[src/hdl/tsq_pkg.sv]
`default_nettype none
// ----------------------------------------------------------------------------
// tsq_pkg
// Shared types and codes of the i2c master transaction sequencer.
// ----------------------------------------------------------------------------
package tsq_pkg;

  // opcodes of an input item
  localparam logic [2:0] OP_LOAD   = 3'd0;
  localparam logic [2:0] OP_WRITE  = 3'd1;
  localparam logic [2:0] OP_READ   = 3'd2;
  localparam logic [2:0] OP_STATUS = 3'd3;
  localparam logic [2:0] OP_TMO    = 3'd4;

  // controller status codes
  localparam logic [7:0] ST_START     = 8'h08;
  localparam logic [7:0] ST_RSTART    = 8'h10;
  localparam logic [7:0] ST_SLAW_ACK  = 8'h18;
  localparam logic [7:0] ST_SLAW_NACK = 8'h20;
  localparam logic [7:0] ST_TXD_ACK   = 8'h28;
  localparam logic [7:0] ST_TXD_NACK  = 8'h30;
  localparam logic [7:0] ST_ARB_LOST  = 8'h38;
  localparam logic [7:0] ST_SLAR_ACK  = 8'h40;
  localparam logic [7:0] ST_SLAR_NACK = 8'h48;
  localparam logic [7:0] ST_RXD_ACK   = 8'h50;
  localparam logic [7:0] ST_RXD_NACK  = 8'h58;
  localparam logic [7:0] ST_BUS_ERR   = 8'h00;
  localparam logic [7:0] ST_NO_INFO   = 8'hF8;

  // transaction modes
  localparam logic [1:0] MODE_IDLE  = 2'd0;
  localparam logic [1:0] MODE_WRITE = 2'd1;
  localparam logic [1:0] MODE_READ  = 2'd2;

  // send and receive index limits
  localparam logic [4:0] IDX_MAX = 5'd31;
  localparam logic [3:0] RX_MAX  = 4'd15;

  // result queue depth
  localparam int Q_DEPTH = 4;

  typedef struct packed {
    logic [2:0] op;
    logic [6:0] dev;
    logic [7:0] reg_addr;
    logic [3:0] len;
    logic [3:0] pos;
    logic [7:0] val;
    logic [7:0] st;
    logic [7:0] rxb;
  } item_t;

  typedef struct packed {
    logic       start;
    logic       stop;
    logic       clr;
    logic       ack;
    logic       sv;
    logic [7:0] sb;
    logic       rv;
    logic [3:0] rs;
    logic [7:0] rd;
    logic       done;
    logic       fail;
    logic       last;
  } res_t;

  // results handed from the decision stage to the result queue
  typedef struct packed {
    logic [1:0] cnt;
    res_t       r0;
    res_t       r1;
  } push_t;

endpackage
`default_nettype wire

[src/hdl/tsq_ram.sv]
`default_nettype none
// ----------------------------------------------------------------------------
// tsq_ram
// Generic single-port-write, single-port-read RAM with registered read.
// ----------------------------------------------------------------------------
module tsq_ram #(
  parameter int WIDTH = 8,
  parameter int DEPTH = 16
) (
  input  wire logic                     clk,
  input  wire logic                     we,
  input  wire logic [$clog2(DEPTH)-1:0] waddr,
  input  wire logic [WIDTH-1:0]         wdata,
  input  wire logic                     re,
  input  wire logic [$clog2(DEPTH)-1:0] raddr,
  output logic      [WIDTH-1:0]         rdata
);

  logic [WIDTH-1:0] mem [DEPTH];

  // write port
  always_ff @(posedge clk) begin
    if (we) begin
      mem[waddr] <= wdata;
    end
  end

  // registered read, old data on a same-address write
  always_ff @(posedge clk) begin
    if (re) begin
      rdata <= mem[raddr];
    end
  end

endmodule
`default_nettype wire

[src/hdl/tsq_core.sv]
`default_nettype none
// ----------------------------------------------------------------------------
// tsq_core
// Input register, transaction state and the per-item decision logic.
// ----------------------------------------------------------------------------
module tsq_core #(
  parameter int BUF_DEPTH   = 16,
  parameter int RETRY_LIMIT = 10
) (
  input  wire logic           clk,
  input  wire logic           rst_n,
  input  wire logic           in_valid,
  output logic                in_ready,
  input  wire tsq_pkg::item_t in_item,
  input  wire logic           q_room,
  output tsq_pkg::push_t      push
);

  localparam int AW = $clog2(BUF_DEPTH);

  // input register
  logic           vld_r;
  tsq_pkg::item_t item_r;
  logic           byp_r;
  logic [7:0]     byp_data_r;

  // transaction state
  logic [1:0] mode_r, mode_nxt;
  logic [4:0] send_idx_r, send_idx_nxt;
  logic [4:0] byte_tgt_r, byte_tgt_nxt;
  logic [3:0] rx_idx_r, rx_idx_nxt;
  logic [3:0] retry_r, retry_nxt;
  logic [6:0] tgt_r, tgt_nxt;

  logic          fire;
  logic          in_acc;
  logic          wr_en;
  logic [AW-1:0] wr_addr;
  logic [7:0]    wr_data;
  logic          rd_en;
  logic [AW-1:0] rd_addr;
  logic [7:0]    ram_rdata;
  logic [7:0]    tx_rd;
  logic [7:0]    tx_byte;
  logic [4:0]    send_inc;
  logic [3:0]    rx_inc;
  logic [3:0]    retry_inc;
  logic          retry_hit;
  logic          bus_err;
  logic          do_retry;
  logic          do_tx;

  assign fire     = vld_r && q_room;
  assign in_ready = !vld_r || fire;
  assign in_acc   = in_valid && in_ready;

  // helpers for the decision
  assign tx_rd     = byp_r ? byp_data_r : ram_rdata;
  assign tx_byte   = (int'(send_idx_r) < BUF_DEPTH) ? tx_rd : 8'h00;
  assign send_inc  = (send_idx_r != tsq_pkg::IDX_MAX) ? send_idx_r + 5'd1 : send_idx_r;
  assign rx_inc    = (rx_idx_r != tsq_pkg::RX_MAX) ? rx_idx_r + 4'd1 : rx_idx_r;
  assign retry_inc = retry_r + 4'd1;
  assign retry_hit = int'(retry_inc) >= RETRY_LIMIT;
  assign bus_err   = (item_r.st == tsq_pkg::ST_ARB_LOST)  ||
                     (item_r.st == tsq_pkg::ST_BUS_ERR)   ||
                     (item_r.st == tsq_pkg::ST_TXD_NACK)  ||
                     (item_r.st == tsq_pkg::ST_NO_INFO)   ||
                     (item_r.st == tsq_pkg::ST_SLAR_NACK);

  // decision for the item in the input register
  always_comb begin
    push         = '0;
    mode_nxt     = mode_r;
    send_idx_nxt = send_idx_r;
    byte_tgt_nxt = byte_tgt_r;
    rx_idx_nxt   = rx_idx_r;
    retry_nxt    = retry_r;
    tgt_nxt      = tgt_r;
    wr_en        = 1'b0;
    wr_addr      = AW'(item_r.pos);
    wr_data      = item_r.val;
    do_retry     = 1'b0;
    do_tx        = 1'b0;
    if (fire) begin
      push.r0.last = 1'b1;
      unique case (item_r.op) inside
        tsq_pkg::OP_LOAD: begin
          wr_en = (item_r.pos != 4'd0) && (int'(item_r.pos) < BUF_DEPTH);
        end
        tsq_pkg::OP_WRITE, tsq_pkg::OP_READ: begin
          tgt_nxt      = item_r.dev;
          wr_en        = 1'b1;
          wr_addr      = '0;
          wr_data      = item_r.reg_addr;
          send_idx_nxt = 5'd0;
          if (item_r.op == tsq_pkg::OP_WRITE) begin
            byte_tgt_nxt = {1'b0, item_r.len} + 5'd1;
            mode_nxt     = tsq_pkg::MODE_WRITE;
          end else begin
            byte_tgt_nxt = {1'b0, item_r.len};
            rx_idx_nxt   = 4'd0;
            mode_nxt     = tsq_pkg::MODE_READ;
          end
          push.cnt      = 2'd1;
          push.r0.start = 1'b1;
        end
        tsq_pkg::OP_TMO: begin
          push.cnt     = 2'd1;
          push.r0.stop = 1'b1;
          push.r0.clr  = 1'b1;
          push.r0.done = 1'b1;
          push.r0.fail = 1'b1;
        end
        tsq_pkg::OP_STATUS: begin
          if (bus_err) begin
            // stop with clear, then a fresh start
            push.cnt      = 2'd2;
            push.r0.stop  = 1'b1;
            push.r0.clr   = 1'b1;
            push.r0.last  = 1'b0;
            push.r1.start = 1'b1;
            push.r1.last  = 1'b1;
          end else if (mode_r == tsq_pkg::MODE_WRITE || mode_r == tsq_pkg::MODE_READ) begin
            push.cnt    = 2'd1;
            push.r0.clr = 1'b1;
            if (item_r.st == tsq_pkg::ST_START) begin
              push.r0.sv = 1'b1;
              push.r0.sb = {tgt_r, 1'b0};
            end else if (item_r.st == tsq_pkg::ST_SLAW_ACK) begin
              do_tx = 1'b1;
            end else if (item_r.st == tsq_pkg::ST_SLAW_NACK) begin
              do_retry = 1'b1;
            end else if (item_r.st == tsq_pkg::ST_TXD_ACK) begin
              if (mode_r == tsq_pkg::MODE_WRITE) begin
                if (send_idx_r != byte_tgt_r) begin
                  do_tx = 1'b1;
                end else begin
                  push.r0.stop = 1'b1;
                  push.r0.done = 1'b1;
                end
              end else begin
                push.r0.start = 1'b1;
              end
            end else if (mode_r == tsq_pkg::MODE_READ && item_r.st == tsq_pkg::ST_RSTART) begin
              push.r0.sv = 1'b1;
              push.r0.sb = {tgt_r, 1'b1};
            end else if (mode_r == tsq_pkg::MODE_READ &&
                         item_r.st == tsq_pkg::ST_SLAR_ACK) begin
              push.r0.ack = byte_tgt_r > 5'd1;
            end else if (mode_r == tsq_pkg::MODE_READ &&
                         item_r.st == tsq_pkg::ST_RXD_NACK) begin
              push.r0.rv   = 1'b1;
              push.r0.rs   = rx_idx_r;
              push.r0.rd   = item_r.rxb;
              rx_idx_nxt   = rx_inc;
              push.r0.stop = 1'b1;
              push.r0.done = 1'b1;
            end else if (mode_r == tsq_pkg::MODE_READ &&
                         item_r.st == tsq_pkg::ST_RXD_ACK) begin
              push.r0.rv  = 1'b1;
              push.r0.rs  = rx_idx_r;
              push.r0.rd  = item_r.rxb;
              rx_idx_nxt  = rx_inc;
              // ack while more than one byte is still to come
              push.r0.ack = ({1'b0, rx_inc} + 5'd1) < byte_tgt_r;
            end else begin
              do_retry = 1'b1;
            end
          end
        end
        default: begin
        end
      endcase
      // next data byte from the tx buffer
      if (do_tx) begin
        push.r0.sv   = 1'b1;
        push.r0.sb   = tx_byte;
        send_idx_nxt = send_inc;
      end
      // nack or unknown code: retry until the global limit
      if (do_retry) begin
        push.r0.stop = 1'b1;
        if (retry_hit) begin
          retry_nxt    = 4'd0;
          push.r0.done = 1'b1;
          push.r0.fail = 1'b1;
        end else begin
          retry_nxt     = retry_inc;
          push.r0.start = 1'b1;
        end
      end
    end
  end

  // prefetch the tx byte for the send index the next item will see
  assign rd_addr = AW'(send_idx_nxt);
  assign rd_en   = in_acc && (int'(send_idx_nxt) < BUF_DEPTH);

  tsq_ram #(
    .WIDTH (8),
    .DEPTH (BUF_DEPTH)
  ) u_tx_ram (
    .clk   (clk),
    .we    (wr_en),
    .waddr (wr_addr),
    .wdata (wr_data),
    .re    (rd_en),
    .raddr (rd_addr),
    .rdata (ram_rdata)
  );

  // input register payload and write bypass
  always_ff @(posedge clk) begin
    if (in_acc) begin
      item_r     <= in_item;
      byp_r      <= wr_en && (wr_addr == rd_addr);
      byp_data_r <= wr_data;
    end
  end

  // control state
  always_ff @(posedge clk) begin
    if (!rst_n) begin
      vld_r      <= 1'b0;
      mode_r     <= tsq_pkg::MODE_IDLE;
      send_idx_r <= 5'd0;
      byte_tgt_r <= 5'd0;
      rx_idx_r   <= 4'd0;
      retry_r    <= 4'd0;
      tgt_r      <= 7'd0;
    end else begin
      if (in_ready) begin
        vld_r <= in_valid;
      end
      mode_r     <= mode_nxt;
      send_idx_r <= send_idx_nxt;
      byte_tgt_r <= byte_tgt_nxt;
      rx_idx_r   <= rx_idx_nxt;
      retry_r    <= retry_nxt;
      tgt_r      <= tgt_nxt;
    end
  end

`ifndef NO_ASSERTIONS
  // the retry counter never rests at or above its limit
  a_retry_range: assert property (@(posedge clk) disable iff (!rst_n)
    int'(retry_r) < RETRY_LIMIT)
    else $error("retry count reached its limit without clearing");

  // the receive index only moves back at the start of a read
  a_rx_monotone: assert property (@(posedge clk) disable iff (!rst_n)
    !(fire && item_r.op == tsq_pkg::OP_READ) |=> rx_idx_r >= $past(rx_idx_r))
    else $error("receive index moved back outside a read start");

  // a pair of results carries the last mark on the second only
  a_pair_last: assert property (@(posedge clk) disable iff (!rst_n)
    push.cnt == 2'd2 |-> !push.r0.last && push.r1.last)
    else $error("last mark misplaced in a result pair");
`endif

endmodule
`default_nettype wire

[src/hdl/tsq_outq.sv]
`default_nettype none
// ----------------------------------------------------------------------------
// tsq_outq
// Small result queue: takes up to two results a cycle, gives one.
// ----------------------------------------------------------------------------
module tsq_outq (
  input  wire logic           clk,
  input  wire logic           rst_n,
  input  wire tsq_pkg::push_t push,
  output logic                room,
  output logic                out_valid,
  input  wire logic           out_ready,
  output tsq_pkg::res_t       out_res
);

  localparam int PW = $clog2(tsq_pkg::Q_DEPTH);
  localparam int CW = PW + 1;

  tsq_pkg::res_t mem_r [tsq_pkg::Q_DEPTH];
  logic [PW-1:0] wr_ptr_r;
  logic [PW-1:0] rd_ptr_r;
  logic [CW-1:0] cnt_r;
  logic          pop;

  assign room      = int'(cnt_r) <= tsq_pkg::Q_DEPTH - 2;
  assign out_valid = cnt_r != '0;
  assign out_res   = mem_r[rd_ptr_r];
  assign pop       = out_valid && out_ready;

  // entry storage
  always_ff @(posedge clk) begin
    if (push.cnt != 2'd0) begin
      mem_r[wr_ptr_r] <= push.r0;
    end
    if (push.cnt == 2'd2) begin
      mem_r[wr_ptr_r + PW'(1)] <= push.r1;
    end
  end

  // pointers and fill count
  always_ff @(posedge clk) begin
    if (!rst_n) begin
      wr_ptr_r <= '0;
      rd_ptr_r <= '0;
      cnt_r    <= '0;
    end else begin
      wr_ptr_r <= wr_ptr_r + PW'(push.cnt);
      rd_ptr_r <= rd_ptr_r + PW'(pop);
      cnt_r    <= cnt_r + CW'(push.cnt) - CW'(pop);
    end
  end

`ifndef NO_ASSERTIONS
  // never more results held than entries
  a_no_overflow: assert property (@(posedge clk) disable iff (!rst_n)
    int'(cnt_r) <= tsq_pkg::Q_DEPTH)
    else $error("result queue overflow");
`endif

endmodule
`default_nettype wire

[src/hdl/i2c_master_transaction_sequencer_top.sv]
`default_nettype none
// ----------------------------------------------------------------------------
// i2c_master_transaction_sequencer_top
// Turns transaction requests and i2c controller status codes into control
// actions, transmit bytes and received bytes.
// ----------------------------------------------------------------------------
//  channel  | direction | carries
//  in_*     | slave     | requests, tx loads, status events, timeouts
//  out_*    | master    | control action, send byte, rx byte, done/failed
//
//  one item is accepted per cycle while the result queue has room; its results
//  pass from the input register into the result queue and leave it at one
//  per cycle while out_tready is high; a bus error or arbitration loss gives
//  two results, so such items drain at half rate; the four-entry result queue
//  sets how far input runs ahead; the input register holds its item while the
//  queue has room for fewer than two results, and in_tready then stays low
//  reset clears state and queue; tx buffer contents stay undefined until loaded
// ----------------------------------------------------------------------------
module i2c_master_transaction_sequencer_top #(
  parameter int BUF_DEPTH   = 16,
  parameter int RETRY_LIMIT = 10
) (
  input  wire logic        clk,
  input  wire logic        rst_n,
  // device_address[6:0], register_address[14:7], length[18:15],
  // tx_position[22:19], tx_value[30:23], bus_status[38:31], received_byte[46:39]
  input  wire logic [47:0] in_tdata,
  // opcode[2:0]
  input  wire logic [2:0]  in_tuser,
  input  wire logic        in_tvalid,
  output logic             in_tready,
  // do_start[0], do_stop[1], do_clear[2], do_ack[3], send_valid[4],
  // send_byte[12:5], rx_valid[13], rx_slot[17:14], rx_data[25:18],
  // done_res[26], failed[27]
  output logic [31:0]      out_tdata,
  output logic             out_tlast,
  output logic             out_tvalid,
  input  wire logic        out_tready
);

  tsq_pkg::item_t in_item;
  tsq_pkg::push_t push;
  tsq_pkg::res_t  res;
  logic           q_room;

  // unpack the input item
  assign in_item.op       = in_tuser;
  assign in_item.dev      = in_tdata[6:0];
  assign in_item.reg_addr = in_tdata[14:7];
  assign in_item.len      = in_tdata[18:15];
  assign in_item.pos      = in_tdata[22:19];
  assign in_item.val      = in_tdata[30:23];
  assign in_item.st       = in_tdata[38:31];
  assign in_item.rxb      = in_tdata[46:39];

  tsq_core #(
    .BUF_DEPTH   (BUF_DEPTH),
    .RETRY_LIMIT (RETRY_LIMIT)
  ) u_core (
    .clk      (clk),
    .rst_n    (rst_n),
    .in_valid (in_tvalid),
    .in_ready (in_tready),
    .in_item  (in_item),
    .q_room   (q_room),
    .push     (push)
  );

  tsq_outq u_outq (
    .clk       (clk),
    .rst_n     (rst_n),
    .push      (push),
    .room      (q_room),
    .out_valid (out_tvalid),
    .out_ready (out_tready),
    .out_res   (res)
  );

  // pack the result item
  assign out_tdata = {4'b0000, res.fail, res.done, res.rd, res.rs, res.rv,
                      res.sb, res.sv, res.ack, res.clr, res.stop, res.start};
  assign out_tlast = res.last;

endmodule
`default_nettype wire

[config.mk]
export PLATFORM = sky130hd
export DESIGN_NAME = i2c_master_transaction_sequencer_top
export DESIGN_NICKNAME = d
export VERILOG_FILES = /design/src/hdl/tsq_pkg.sv /design/src/hdl/tsq_ram.sv /design/src/hdl/tsq_core.sv /design/src/hdl/tsq_outq.sv /design/src/hdl/i2c_master_transaction_sequencer_top.sv
export SDC_FILE = /design/constraint.sdc
export NUM_CORES = 1
export LEC_CHECK = 0
export BUFFER_PORTS_ARGS = -buffer_cell sky130_fd_sc_hd__buf_2
export CORE_MARGIN = 3
export CORE_UTILIZATION = 50
export CTS_BUF_LIST = sky130_fd_sc_hd__clkbuf_2 sky130_fd_sc_hd__clkbuf_4 sky130_fd_sc_hd__clkbuf_8
export CTS_CLUSTER_SIZE = 16
export DETAILED_ROUTE_END_ITERATION = 12
export PLACE_DENSITY = 0.68
export SLEW_MARGIN = 20
export SYNTH_ARGS = -nofsm -noshare
export SYNTH_HDL_FRONTEND = slang
export SYNTH_SLANG_ARGS = --single-unit
[constraint.sdc]
create_clock -name clk -period 4 [get_ports clk]
set_input_delay 1 -clock clk [delete_from_list [all_inputs] [get_ports clk]]
set_output_delay 1 -clock clk [all_outputs]
set_load 0.02 [all_outputs]
## Yosys cells after proc, flatten, opt, wreduce, memory -nomap -nowiden

Memory sizes are Yosys's and may differ from the RTL's. A register that Yosys moved wholly into a read port is not among the register bits.
Index checks and enable logic that the tools add are counted.

| cells by class | value |
|---|---|
| equal/unequal tests | 33 |
| magnitude comparators | 6 |
| multiply operators | 0 |
| bitwise gates (word level) | 0 |
| mux-type cells | 119 |
| reductions and logical operators | 27 |
| $add $sub $neg | 10 |
| div/mod/pow operators | 0 |
| shift operators | 0 |

Operators by type and width:

| operator | number |
|---|---|
| $mux W24 | 8 |
| $mux W14 | 11 |
| $mux W4 | 15 |
| $mux W1 | 49 |
| $mux W23 | 2 |
| $eq A8 B6 Y1 const B | 4 |
| $eq A8 B7 Y1 const B | 4 |
| $mux W32 | 1 |
| $mux W8 | 4 |
| $mux W28 | 1 |
| $mux W9 | 3 |
| $mux W13 | 2 |
| $mux W5 | 5 |
| $mux W2 | 12 |
| $ne A2 B2 Y1 const B | 9 |
| $eq A8 B5 Y1 const B | 2 |
| $reduce_and A12 Y1 | 1 |
| $add A4 B1 Y5 const B | 2 |
| $lt A5 B5 Y1 const B | 2 |
| $logic_and A1 B1 Y1 | 9 |
| $add A4 B1 Y4 const B | 2 |
| $eq A8 B4 Y1 const B | 1 |
| $eq A8 B8 Y1 const B | 1 |
| $logic_not A8 Y1 | 1 |
| other kinds (32) | 44 |

| storage, ports and cells | value |
|---|---|
| bits in read-only memories | 0 |
| RAM bits | 244 |
| memories | 2 |
| latch bits | 0 |
| register bits | 94 |
| bits of input ports | 55 |
| word-level logic and storage cells | 217 |
| output and inout bits | 35 |

Memories:

| name | depth | width | rd ports | clocked after Yosys merged registers in | write ports | line | text |
|---|---|---|---|---|---|---|---|
| u_core.u_tx_ram.mem | 16 | 8 | 1 | 1 | 1 | tsq_ram.sv:19 | `logic [WIDTH-1:0] mem [DEPTH];` |
| u_outq.mem_r | 4 | 29 | 1 | 1 | 2 | tsq_outq.sv:19 | `tsq_pkg::res_t mem_r [tsq_pkg::Q_DEPTH];` |

## Longest topological paths before layout

Gate-level depths: netlist (run 1).

| depth | value |
|---|---|
| word-level depth | 32 |
| gate-level depth with buffers | 13 |
| mapped depth without buffers | 13 |

## Hierarchy

A second synthesis (run 1) with hierarchy kept.

| second synthesis, totals | value |
|---|---|
| cells, all modules | 1,052 |
| area, all modules | 16,141.7 um2 |

By module, submodules not included:

| module | cells each | seq. area each (um2) | times used | area each (um2) |
|---|---|---|---|---|
| tsq_outq | 326 | 3,623.5 | 1 | 6,082.1 |
| tsq_ram | 229 | 4,083.9 | 1 | 5,227.5 |
| tsq_core | 492 | 2,332.2 | 1 | 4,798.4 |
| i2c_master_transaction_sequencer_top | 5 | 0.0 | 1 | 33.8 |

## Least setup slack after synthesis (run 1)

No wires, ideal clock.

| timing path | value |
|---|---|
| path type | register -> output |
| start point | register u_outq.rd_ptr_r[0] (netlist name) |
| end point | output port out_tdata[10] |
| setup slack | 0.944 ns |
| buffers on the path | 2 |
| arrival | 2.056 ns |
| required time | 3.000 ns |
| cell stages (with the launch flop) | 4 |
| cell sequence | dfxtp_1 > clkbuf_1 > buf_1 > mux4_2 |

RTL lines:

| element | line | text |
|---|---|---|
| to (decl) | i2c_master_transaction_sequencer_top.sv:35 | `output logic [31:0] out_tdata,` |

## Worst setup path in the final report (run 1)

| timing path | value |
|---|---|
| start point | register u_core.send_idx_r[4] |
| end point | register u_core.u_tx_ram.rdata[5], read port of u_core.u_tx_ram.mem (data pin) |

| between the ends | value |
|---|---|
| word-level cells in the longest chain between the ends | 15 |
| elaborated cells between the ends (all ways) | 19 |
| those cells by class | add/sub (1); order compare (1); eq/ne (2); mux (14); reduce/logical (1) |

Ends and longest elaborated chain:

| element | line | text |
|---|---|---|
| from (decl) | tsq_core.sv:29 | `logic [4:0] send_idx_r, send_idx_nxt;` |
| from (signal assigned) | tsq_core.sv:236 | `send_idx_r <= send_idx_nxt;` |
| $ne A5 B5 Y1 | tsq_core.sv:135 | `if (send_idx_r != byte_tgt_r) begin` |
| $mux W1 | tsq_core.sv:135 |  |
| $mux W1 | tsq_core.sv:134 | `if (mode_r == tsq_pkg::MODE_WRITE) begin` |
| $mux W1 | tsq_core.sv:133 | `end else if (item_r.st == tsq_pkg::ST_TXD_ACK) begin` |
| $mux W1 | tsq_core.sv:131 | `end else if (item_r.st == tsq_pkg::ST_SLAW_NACK) begin` |
| $mux W1 | tsq_core.sv:129 | `end else if (item_r.st == tsq_pkg::ST_SLAW_ACK) begin` |
| $mux W1 | tsq_core.sv:126 | `if (item_r.st == tsq_pkg::ST_START) begin` |
| $mux W1 | tsq_core.sv:123 | `end else if (mode_r == tsq_pkg::MODE_WRITE \|\| mode_r == tsq_pkg::MODE_READ) begin` |
| $mux W1 | tsq_core.sv:115 | `if (bus_err) begin` |
| $mux W1 | tsq_core.sv:86 | `unique case (item_r.op) inside` |
| $mux W1 | tsq_core.sv:84 | `if (fire) begin` |
| $mux W5 | tsq_core.sv:175 | `if (do_tx) begin` |
| $mux W5 (*) | tsq_core.sv:84 |  |
| $lt A5 B5 Y1 | tsq_core.sv:197 | `assign rd_en = in_acc && (int'(send_idx_nxt) < BUF_DEPTH);` |
| $logic_and A1 B1 Y1 | tsq_core.sv:197 |  |
| to (decl) | tsq_ram.sv:16 | `output logic [WIDTH-1:0] rdata` |

Mark *: on every way between the ends. The rest lies on a longest branch, timed or not. The select of a mux whose other input is x is not followed.
A chain may end at the register's enable or synchronous reset.

==> results of run 1 <==
[cells by family (layout without fill, tap and decap cells)]
kind of cell / Yosys count / after routing
multiplexers: 81 / 81
adder cells (fa/ha/maj): 18 / 18
buffers and inverters: 112 / 242
AND/OR/NAND/NOR: 360 / 360
other: 1 / 4
flip-flops: 346 / 346
XOR/XNOR: 24 / 24
AO/OA/AOI/OAI: 302 / 302
[critical path: cells and delay by family (launching register included)]
kind           cells  cell delay, ps
XOR/XNOR           1             170
multiplexers       1             200
AO/OA/AOI/OAI      7            2220
flip-flops         1             630
[path summary, 6_finish.rpt]
check                                       endpoint                       startpoint  cells past startpoint
setup / recovery  u_core.u_tx_ram.rdata[5]$_DFFE_PP_  u_core.send_idx_r[4]$_SDFF_PN0_                      9
hold / removal          u_core.tgt_r[0]$_SDFFE_PN0P_     u_core.tgt_r[0]$_SDFFE_PN0P_                      2
setup reg to reg  u_core.u_tx_ram.rdata[5]$_DFFE_PP_  u_core.send_idx_r[4]$_SDFF_PN0_                      9
hold reg to reg         u_core.tgt_r[0]$_SDFFE_PN0P_     u_core.tgt_r[0]$_SDFFE_PN0P_                      2
[through the flow]
stage	cell area, sq um	setup WS [ps]	instances
after floorplan	14700	944	1247
after global placement	15500	696	1662
after detailed placement	15500	697	1662
after CTS	16700	642	1761
after global routing	16700	388	1761
final	16700	572	1761
[registers in the layout (all words and copies together) (netlist names), 2 cells and up]
| name | flops |
|---|---|
| u_core.mode_r | 2 |
| u_outq.rd_ptr_r | 2 |
| u_core.u_tx_ram.mem | 128 |
| u_core.tgt_r | 7 |
| u_outq.wr_ptr_r | 2 |
| u_core.byp_data_r | 8 |
| u_outq.cnt_r | 3 |
| u_core.u_tx_ram.rdata | 8 |
| u_core.retry_r | 4 |
| u_core.send_idx_r | 5 |
| u_core.item_r | 50 |
| u_outq.mem_r | 116 |
| u_core.byte_tgt_r | 5 |
| u_core.rx_idx_r | 4 |
[per-layer routing]
metal,vias to the layer above,GRT usage [%],part of all wire (%)
met1,4882,30.1,45
met3,53,3.15,6.6
met5,-,0,0
li1,4826,-,-
met2,333,34.0,47
met4,0,5.37,1.9
[Yosys cell counts (all sizes together), types with 2 or more instances]
cell type  instances
ha                17
clkbuf            60
a22o              17
or4b               2
nor4               5
nand3            119
or3                6
nand2b             3
nor2              62
xor2              10
o31ai              2
mux4              29
o21ai            156
mux2i             52
nor3              21
nand3b             7
o21a               5
a22oi             17
edfxtp           203
a21o               3
or2               11
dfxtp            143
a21boi             2
and3               7
o31a               2
a211oi            18
nand2             93
nor3b              7
xnor2             14
buf               32
a21oi             35
nand4              3
nor2b              2
and2               8
inv               20
a31oi             38
[layout make-up]
cell class / count / area (sq um)
Sequential cell: 346 / 8960
Clock buffer: 89 / 1060
Timing Repair Buffer: 123 / 738
Inverter: 20 / 75.1
Tap cell: 384 / 480
Fill cell: 2394 / 12200
Multi-Input combinational cell: 789 / 5290
Clock inverter: 10 / 96.3
[power by group through the flow]
stage / Combinational [uW] / Sequential (uW) / Clock (uW)
final: 656 / 4040 / 3070
after detailed placement: 659 / 4110 / 0
after global routing: 719 / 4050 / 3310
after global placement: 648 / 4110 / 0
after CTS: 662 / 4040 / 3150
after floorplan: 492 / 4040 / 0
==> results.md, run 1 <==
* Seq cells post-synth at 346
* DRC Markers at 0
* Worst-path fanout max at 18
* RSZ-0062 raised after global routing: false
* Power after layout at 7770 uW
* Ant. Diodes at 0
* Area Overhead vs Synth at 13.3%
* Cells after synthesis at 1244
* Register area share after synthesis at 60.8%
* CP Launch Type: register
* Placed wire-length estimate at 21.3 mm
* Area contributors post-synth: edfxtp_1, dfxtp_1, o21ai_0, mux4_2, nand3_1
* Endpoints failing setup at 0
* Starting Density at 51.1%
* Worst Max-Slew Pin Slew at 1070 ps
* Critical path, cell by cell: xor2_1 -> o31a_1 -> o31a_1 -> o21ai_1 -> a21o_1 -> a31oi_1 -> a22oi_1 -> mux2i_1 -> a211oi_2
* CTS root buf: clkbuf_8
* Worst slew margin at 28.6%
* Die X at 178 um
* Skew final at 43.5 ps
* Combinational Power Share at 8.4%
* Critical Path RT at 4380 ps
* Max Cap Violations at 0
* Crit-path max cell delay at 700 ps
* Simple-gate share of the synthesized area at 12.3%
* Clock power share at 39.6%
* Mapped cell area at 14700 sq um
* Routed via count at 10094
* Post-synth top area share at 41.4%
* Async S/R FF share, synth at 0%
* Commonest non-fill, non-tap cell in the layout: edfxtp_1
* Ys flop type: edfxtp_1
* Fin util at 57.9%
* Commonest non-fill, non-tap cells in the layout: edfxtp_1, o21ai_0, dfxtp_1
* Routed vias/inst at 5.73
* Hold Buf Count CTS at 0
* Vias in the first global route at 9744
* Clock transition at the registers of the reported paths at 60 ps
* Largest family of logic cells by synthesized area: compound AO/OA/AOI/OAI gates
* Setup Fix Bufs, Post-CTS at 0
* VDD IR max at 310 uV
* Area share of fa/ha/maj cells after synthesis at 1.58%
* Largest net degree at the start of global routing at 58
* Fin crit period at 3430 ps
* Post_cts resized at 0
* WS Path Type: register to register
* TNS Setup at 0 ps
* Post-route clock period utilization at 85.7%
* XOR/XNOR Fraction of Synth Area at 1.43%
* Pre-antenna DRT Iters at 5
* Antenna violations before repair at 0
* Crit end category: register
* DRT antenna net count at 0
* CTS tree: built
* I/O Buffers at 84
* Synth cell types at 65
* R2R setup slack at 570 ps
* Complex-gate fraction of the synthesized area at 12.5%
* Clk_lat worst skew at 590 ps
* Io pins at 90
* Max-slew violation count at 0
* Run status: finished, final reports clean
* Leakage at 0.00615 uW
* Post-synth EDFFs at 203
* Post-Route WL at 33.1 mm
* Endpoints failing hold at 0
* Clock sink count at 346
* Post-synthesis mux area share at 7.97%
* First-pass GRT wire length at 52.3 mm
* Largest area contributor in the netlist: edfxtp_1
* Fmax at 292 MHz
* P_int at 5930 uW
* H-Tree Depth at 2
* P_sw at 1830 uW
* Die Y at 178 um
* Most common cell on crit path: o31a_1
* Power Density at 465 nW/um^2
* Core Area at 28900 sq um
* CP max stage cell: a21o_1
* Yosys warns at 0
* Sequential power share at 52.0%
* DIE AREA at 31600 sq um
* Wire length per cell at 18.8 um
* TritonCTS buffer count at 53
* Sw Share at 23.6%
* Core Rows at 62
* GR Overflow Total at 0
* Worst min-delay path class: register to register
* Ratio of cells with drive above 1 in the final layout at 20.6%
* Maximum clock path buffer count at 3
* Fin nets at 1406
* GPL Wtd Cong at 0.904
* GR Util All Layers at 21.1%
* WP data arrival at 3810 ps
* Fin Hold WS at 465 ps
* Synthesized area per cell at 11.8 sq um
* DR iter-0 viols at 1020
Note: power is estimated with default switching activity, not from simulation.
==> inputs of run 2 (changes only) <==
- MAX_ROUTING_LAYER: unset -> met4
==> results.md, run 2 (synthesis results as in run 1) <==
* Area Overhead vs Synth at 13.3% (unchanged)
* Post-Route WL at 33.1 mm (about the same)
* Crit end category: register (unchanged)
* Ant. Diodes at 0 (unchanged)
* DRT antenna net count at 0 (unchanged)
* R2R setup slack at 590 ps (was 570 ps)
* Core Rows at 62 (unchanged)
* Leakage at 0.00615 uW (unchanged)
* I/O Buffers at 84 (unchanged)
* Fin crit period at 3410 ps (was 3430 ps)
* Biggest regs: u_core.u_tx_ram.mem (128), u_outq.mem_r (116), u_core.item_r (50) (unchanged)
* VDD IR max at 310 uV (about the same)
* TNS Setup at 0 ps (unchanged)
* CTS tree: built (unchanged)
* WP data arrival at 3800 ps (was 3810 ps)
* Io pins at 90 (unchanged)
* Fin Hold WS at 469 ps (was 465 ps)
* Fin nets at 1406 (unchanged)
* Setup Fix Bufs, Post-CTS at 0 (unchanged)
* Routed via count at 10124 (was 10094)
* TritonCTS buffer count at 53 (unchanged)
* DIE AREA at 31600 sq um (unchanged)
* Ratio of cells with drive above 1 in the final layout at 20.6% (unchanged)
* Max Cap Violations at 0 (unchanged)
* Worst Max-Slew Pin Slew at 1060 ps (was 1070 ps)
* Worst-path fanout max at 18 (unchanged)
* Post_cts resized at 0 (unchanged)
* Hold Buf Count CTS at 0 (unchanged)
* Biggest register: u_core.u_tx_ram.mem (unchanged)
* Placed wire-length estimate at 21.3 mm (unchanged)
* Clk_lat worst skew at 590 ps (about the same)
* Max FFs per register at 128 (unchanged)
* Endpoints failing setup at 0 (unchanged)
* CTS root buf: clkbuf_8 (unchanged)
* Post-DP Area at 15500 sq um (unchanged)
* Storage cell area at 8960 sq um (unchanged)
* Pre-antenna DRT Iters at 5 (unchanged)
* Core Area at 28900 sq um (unchanged)
* Fmax at 293 MHz (was 292 MHz)
* First-pass GRT wire length at 52.4 mm (was 52.3 mm)
* GR Util All Layers at 21.7% (was 21.1%)
* Maximum clock path buffer count at 3 (unchanged)
* RSZ-0062 raised after global routing: false (unchanged)
* Clock transition at the registers of the reported paths at 60 ps (about the same)
* Clock sink count at 346 (unchanged)
* Worst min-delay path class: register to register (unchanged)
* Antenna violations before repair at 0 (unchanged)
* Post-route clock period utilization at 85.3% (was 85.7%)
* H-Tree Depth at 2 (unchanged)
* Commonest non-fill, non-tap cell in the layout: edfxtp_1 (unchanged)
* Power Density at 465 nW/um^2 (about the same)
* Largest net degree at the start of global routing at 58 (unchanged)
* Endpoints failing hold at 0 (unchanged)
* Worst slew margin at 29.4% (was 28.6%)
* Run status: finished, final reports clean (unchanged)
* Fin util at 57.9% (unchanged)
* Critical Path RT at 4380 ps (about the same)
* Die Y at 178 um (unchanged)
* Skew final at 41.3 ps (was 43.5 ps)
* DR iter-0 viols at 1062 (was 1020)
* Starting Density at 51.1% (unchanged)
* Die X at 178 um (unchanged)
* GPL Wtd Cong at 0.919 (was 0.904)
* Max-slew violation count at 0 (unchanged)
* Filler cell count at 2394 (unchanged)
* GR Overflow Total at 0 (unchanged)
* Multi-input logic area at 5290 sq um (unchanged)
* CP Launch Type: register (unchanged)
* Wire length per cell at 18.8 um (about the same)
* Vias in the first global route at 9734 (was 9744)
* Commonest non-fill, non-tap cells in the layout: edfxtp_1, o21ai_0, dfxtp_1 (unchanged)
* Fin area at 16700 sq um (unchanged)
* Routed vias/inst at 5.75 (was 5.73)
* DRC Markers at 0 (unchanged)
* WS Path Type: register to register (unchanged)
-- run 2: area by class of cell --
class,instances,share of cell area [%]
sequential,346,53.6
multi-input combinational,789,31.7
clock buffer,89,6.36
timing repair buffer,123,4.42
tap,384,2.88
clock inverter,10,0.577
inverter,20,0.450
-- run 2: worst max-delay path, cell delays in order (launching register included) --
cell and delay [ps]:
dfxtp_1 630, xor2_1 180, o31a_1 310, o31a_1 300, o21ai_1 260, a21o_1 690
a31oi_1 90, a22oi_1 280, mux2i_1 200, a211oi_2 280
-- run 2: path summary, 6_finish.rpt --
kind	start	endpoint	depth (start not counted)
setup reg to reg	u_core.send_idx_r[4]$_SDFF_PN0_	u_core.u_tx_ram.rdata[5]$_DFFE_PP_	9
setup / recovery	u_core.send_idx_r[4]$_SDFF_PN0_	u_core.u_tx_ram.rdata[5]$_DFFE_PP_	9
hold reg to reg	u_core.tgt_r[0]$_SDFFE_PN0P_	u_core.tgt_r[0]$_SDFFE_PN0P_	2
hold / removal	u_core.tgt_r[0]$_SDFFE_PN0P_	u_core.tgt_r[0]$_SDFFE_PN0P_	2
-- run 2: where the power goes --
part           internal (uW)  switching, uW  leakage [uW]
Sequential              3930            105       0.00302
Combinational            259            397       0.00251
Clock                   1740           1340      0.000617
Total                   5930           1840       0.00615
-- run 2: metrics by stage --
step | setup WS, ps | instances | power (uW)
after CTS | 642 | 1761 | 7850
after detailed placement | 697 | 1662 | 4770
final | 586 | 1761 | 7770
after floorplan | 944 | 1247 | 4540
after global placement | 696 | 1662 | 4760
after global routing | 388 | 1761 | 8080
-- run 2: metal layers --
layer / part of all wire, % / vias to the layer above / track usage [%]
met4: 1.8 / 0 / 5.37
met1: 45 / 4918 / 30.2
li1: - / 4835 / -
met2: 47 / 322 / 33.9
met3: 6.6 / 49 / 3.12
met5: 0 / - / -
==> inputs of run 3 (changes only) <==
- CORE_ASPECT_RATIO: unset -> 0.8
==> results.md, run 3 (synthesis results as in run 1) <==
* Clock sink count at 346 (unchanged)
* GPL Wtd Cong at 0.864 (was 0.919)
* Largest net degree at the start of global routing at 58 (unchanged)
* H-Tree Depth at 2 (unchanged)
* Worst min-delay path class: register to register (unchanged)
* Endpoints failing setup at 0 (unchanged)
* Core Area at 28600 sq um (was 28900 sq um)
* Fin util at 58.0% (was 57.9%)
* CTS tree: built (unchanged)
* Hold Buf Count CTS at 0 (unchanged)
* Post_cts resized at 0 (unchanged)
* Die X at 198 um (was 178 um)
* Max Cap Violations at 0 (unchanged)
* Ant. Diodes at 0 (unchanged)
* Ratio of cells with drive above 1 in the final layout at 20.0% (was 20.6%)
* Placed wire-length estimate at 21.7 mm (was 21.3 mm)
* WP data arrival at 3760 ps (was 3800 ps)
* Leakage at 0.00611 uW (was 0.00615 uW)
* DRT antenna net count at 0 (unchanged)
* Vias in the first global route at 9686 (was 9734)
* DRC Markers at 0 (unchanged)
* Filler cell count at 2325 (was 2394)
* GR Util All Layers at 22.0% (was 21.7%)
* GR Overflow Total at 0 (unchanged)
* Fin nets at 1403 (was 1406)
* Endpoints failing hold at 0 (unchanged)
* RSZ-0062 raised after global routing: false (unchanged)
* CTS root buf: clkbuf_8 (unchanged)
* TNS Setup at 0 ps (unchanged)
* GR Util met2 at 31.1% (was 33.9%)
* Skew final at 36.4 ps (was 41.3 ps)
* Core Rows at 55 (was 62)
* DR iter-0 viols at 663 (was 1062)
* Clk_lat worst skew at 600 ps (was 590 ps)
* Max-slew violation count at 0 (unchanged)
* Critical Path RT at 4300 ps (was 4380 ps)
* Die Y at 160 um (was 178 um)
* Worst-path fanout max at 11 (was 18)
* I/O Buffers at 84 (unchanged)
* Wire length per cell at 19.5 um (was 18.8 um)
* Routed via count at 10158 (was 10124)
* TritonCTS buffer count at 52 (was 53)
* Run status: finished, final reports clean (unchanged)
* GR met1 Demand/Resource at 32.6% (was 30.2%)
* Pre-CTS setup slack at 616 ps (was 697 ps)
* Starting Density at 51.5% (was 51.1%)
* Power Density at 464 nW/um^2 (was 465 nW/um^2)
* Post-Route WL at 33.9 mm (was 33.1 mm)
* Pre-antenna DRT Iters at 5 (unchanged)
* Antenna violations before repair at 1 (was 0)
* WS Path Type: register to register (unchanged)
* Worst setup margin at 543 ps (was 586 ps)
* Global Route met3 Usage at 4.32% (was 3.12%)
* Area Overhead vs Synth at 12.7% (was 13.3%)
* Commonest non-fill, non-tap cells in the layout: edfxtp_1, o21ai_0, dfxtp_1 (unchanged)
* Biggest regs: u_core.u_tx_ram.mem (128), u_outq.mem_r (116), u_core.item_r (50) (unchanged)
* Io pins at 90 (unchanged)
* Crit end category: register (unchanged)
* Post-route clock period utilization at 86.4% (was 85.3%)
* Routed vias/inst at 5.84 (was 5.75)
* DIE AREA at 31600 sq um (about the same)
* Worst Max-Slew Pin Slew at 1100 ps (was 1060 ps)
* Worst slew margin at 26.8% (was 29.4%)
* Fmax at 289 MHz (was 293 MHz)
* CP Launch Type: register (unchanged)
* VDD IR max at 277 uV (was 310 uV)
* Gr busiest metal: met1 (was met2)
* Clock transition at the registers of the reported paths at 60 ps (about the same)
* Maximum clock path buffer count at 3 (unchanged)
* First-pass GRT wire length at 53.5 mm (was 52.4 mm)
* Setup Fix Bufs, Post-CTS at 0 (unchanged)
* Biggest register: u_core.u_tx_ram.mem (unchanged)
* Fin crit period at 3460 ps (was 3410 ps)
* Commonest non-fill, non-tap cell in the layout: edfxtp_1 (unchanged)
* Max FFs per register at 128 (unchanged)
==> run 3: cell count changes in the layout (fill, tap and decap cells not counted) <==
cell / delta
clkbuf_4: -6
clkinv_8: -2
clkinvlp_4: -1
buf_4: -2
inv_8: +2
==> run 3: worst max-delay path, stage by stage (launching register included) <==
cell      delay (ps)
dfxtp_1          600
xor2_1           180
o31a_1           340
o31ai_2          470
nor2_2           100
nand4_1          140
nand3_2          370
nor2_1           650
a22o_1           270
a211oi_2          50
==> run 3: area by class of cell <==
type | count | area (sq um) | area share [%]
Timing Repair Buffer | 121 | 723 | 4.36
Clock buffer | 83 | 1020 | 6.13
Clock inverter | 9 | 78.8 | 0.475
Inverter | 20 | 75.1 | 0.452
Tap cell | 370 | 463 | 2.79
Sequential cell | 346 | 8960 | 54.0
Multi-Input combinational cell | 789 | 5290 | 31.8
==> run 3: worst paths after layout <==
check	slack, ps	from	cells after the start	endpoint
max	540	u_core.send_idx_r[0]$_SDFF_PN0_	9	u_core.u_tx_ram.rdata[3]$_DFFE_PP_
max reg2reg	540	u_core.send_idx_r[0]$_SDFF_PN0_	9	u_core.u_tx_ram.rdata[3]$_DFFE_PP_
min	460	u_core.tgt_r[4]$_SDFFE_PN0P_	2	u_core.tgt_r[4]$_SDFFE_PN0P_
min reg2reg	460	u_core.tgt_r[4]$_SDFFE_PN0P_	2	u_core.tgt_r[4]$_SDFFE_PN0P_
==> run 3: per-layer routing <==
metal / vias up / part of all wire (%)
li1: 4826 / -
met1: 4873 / 46
met2: 406 / 44
met3: 53 / 8.0
met4: 0 / 2.0
met5: - / 0
==> run 3: power by group <==
group	switching (uW)	internal, uW	leakage [uW]
logic	398	250	0.00250
clock network	1350	1670	0.000588
registers	107	3930	0.00302
==> run 3: per-stage QoR <==
step | total power (uW) | instances | hold WS, ps | area, sq um
global route | 8020 | 1738 | 479 | 16600
global placement | 4740 | 1646 | 443 | 15500
CTS | 7770 | 1738 | 458 | 16600
finish | 7710 | 1738 | 455 | 16600
floorplan | 4540 | 1247 | 437 | 14700
detailed placement | 4760 | 1646 | 449 | 15500
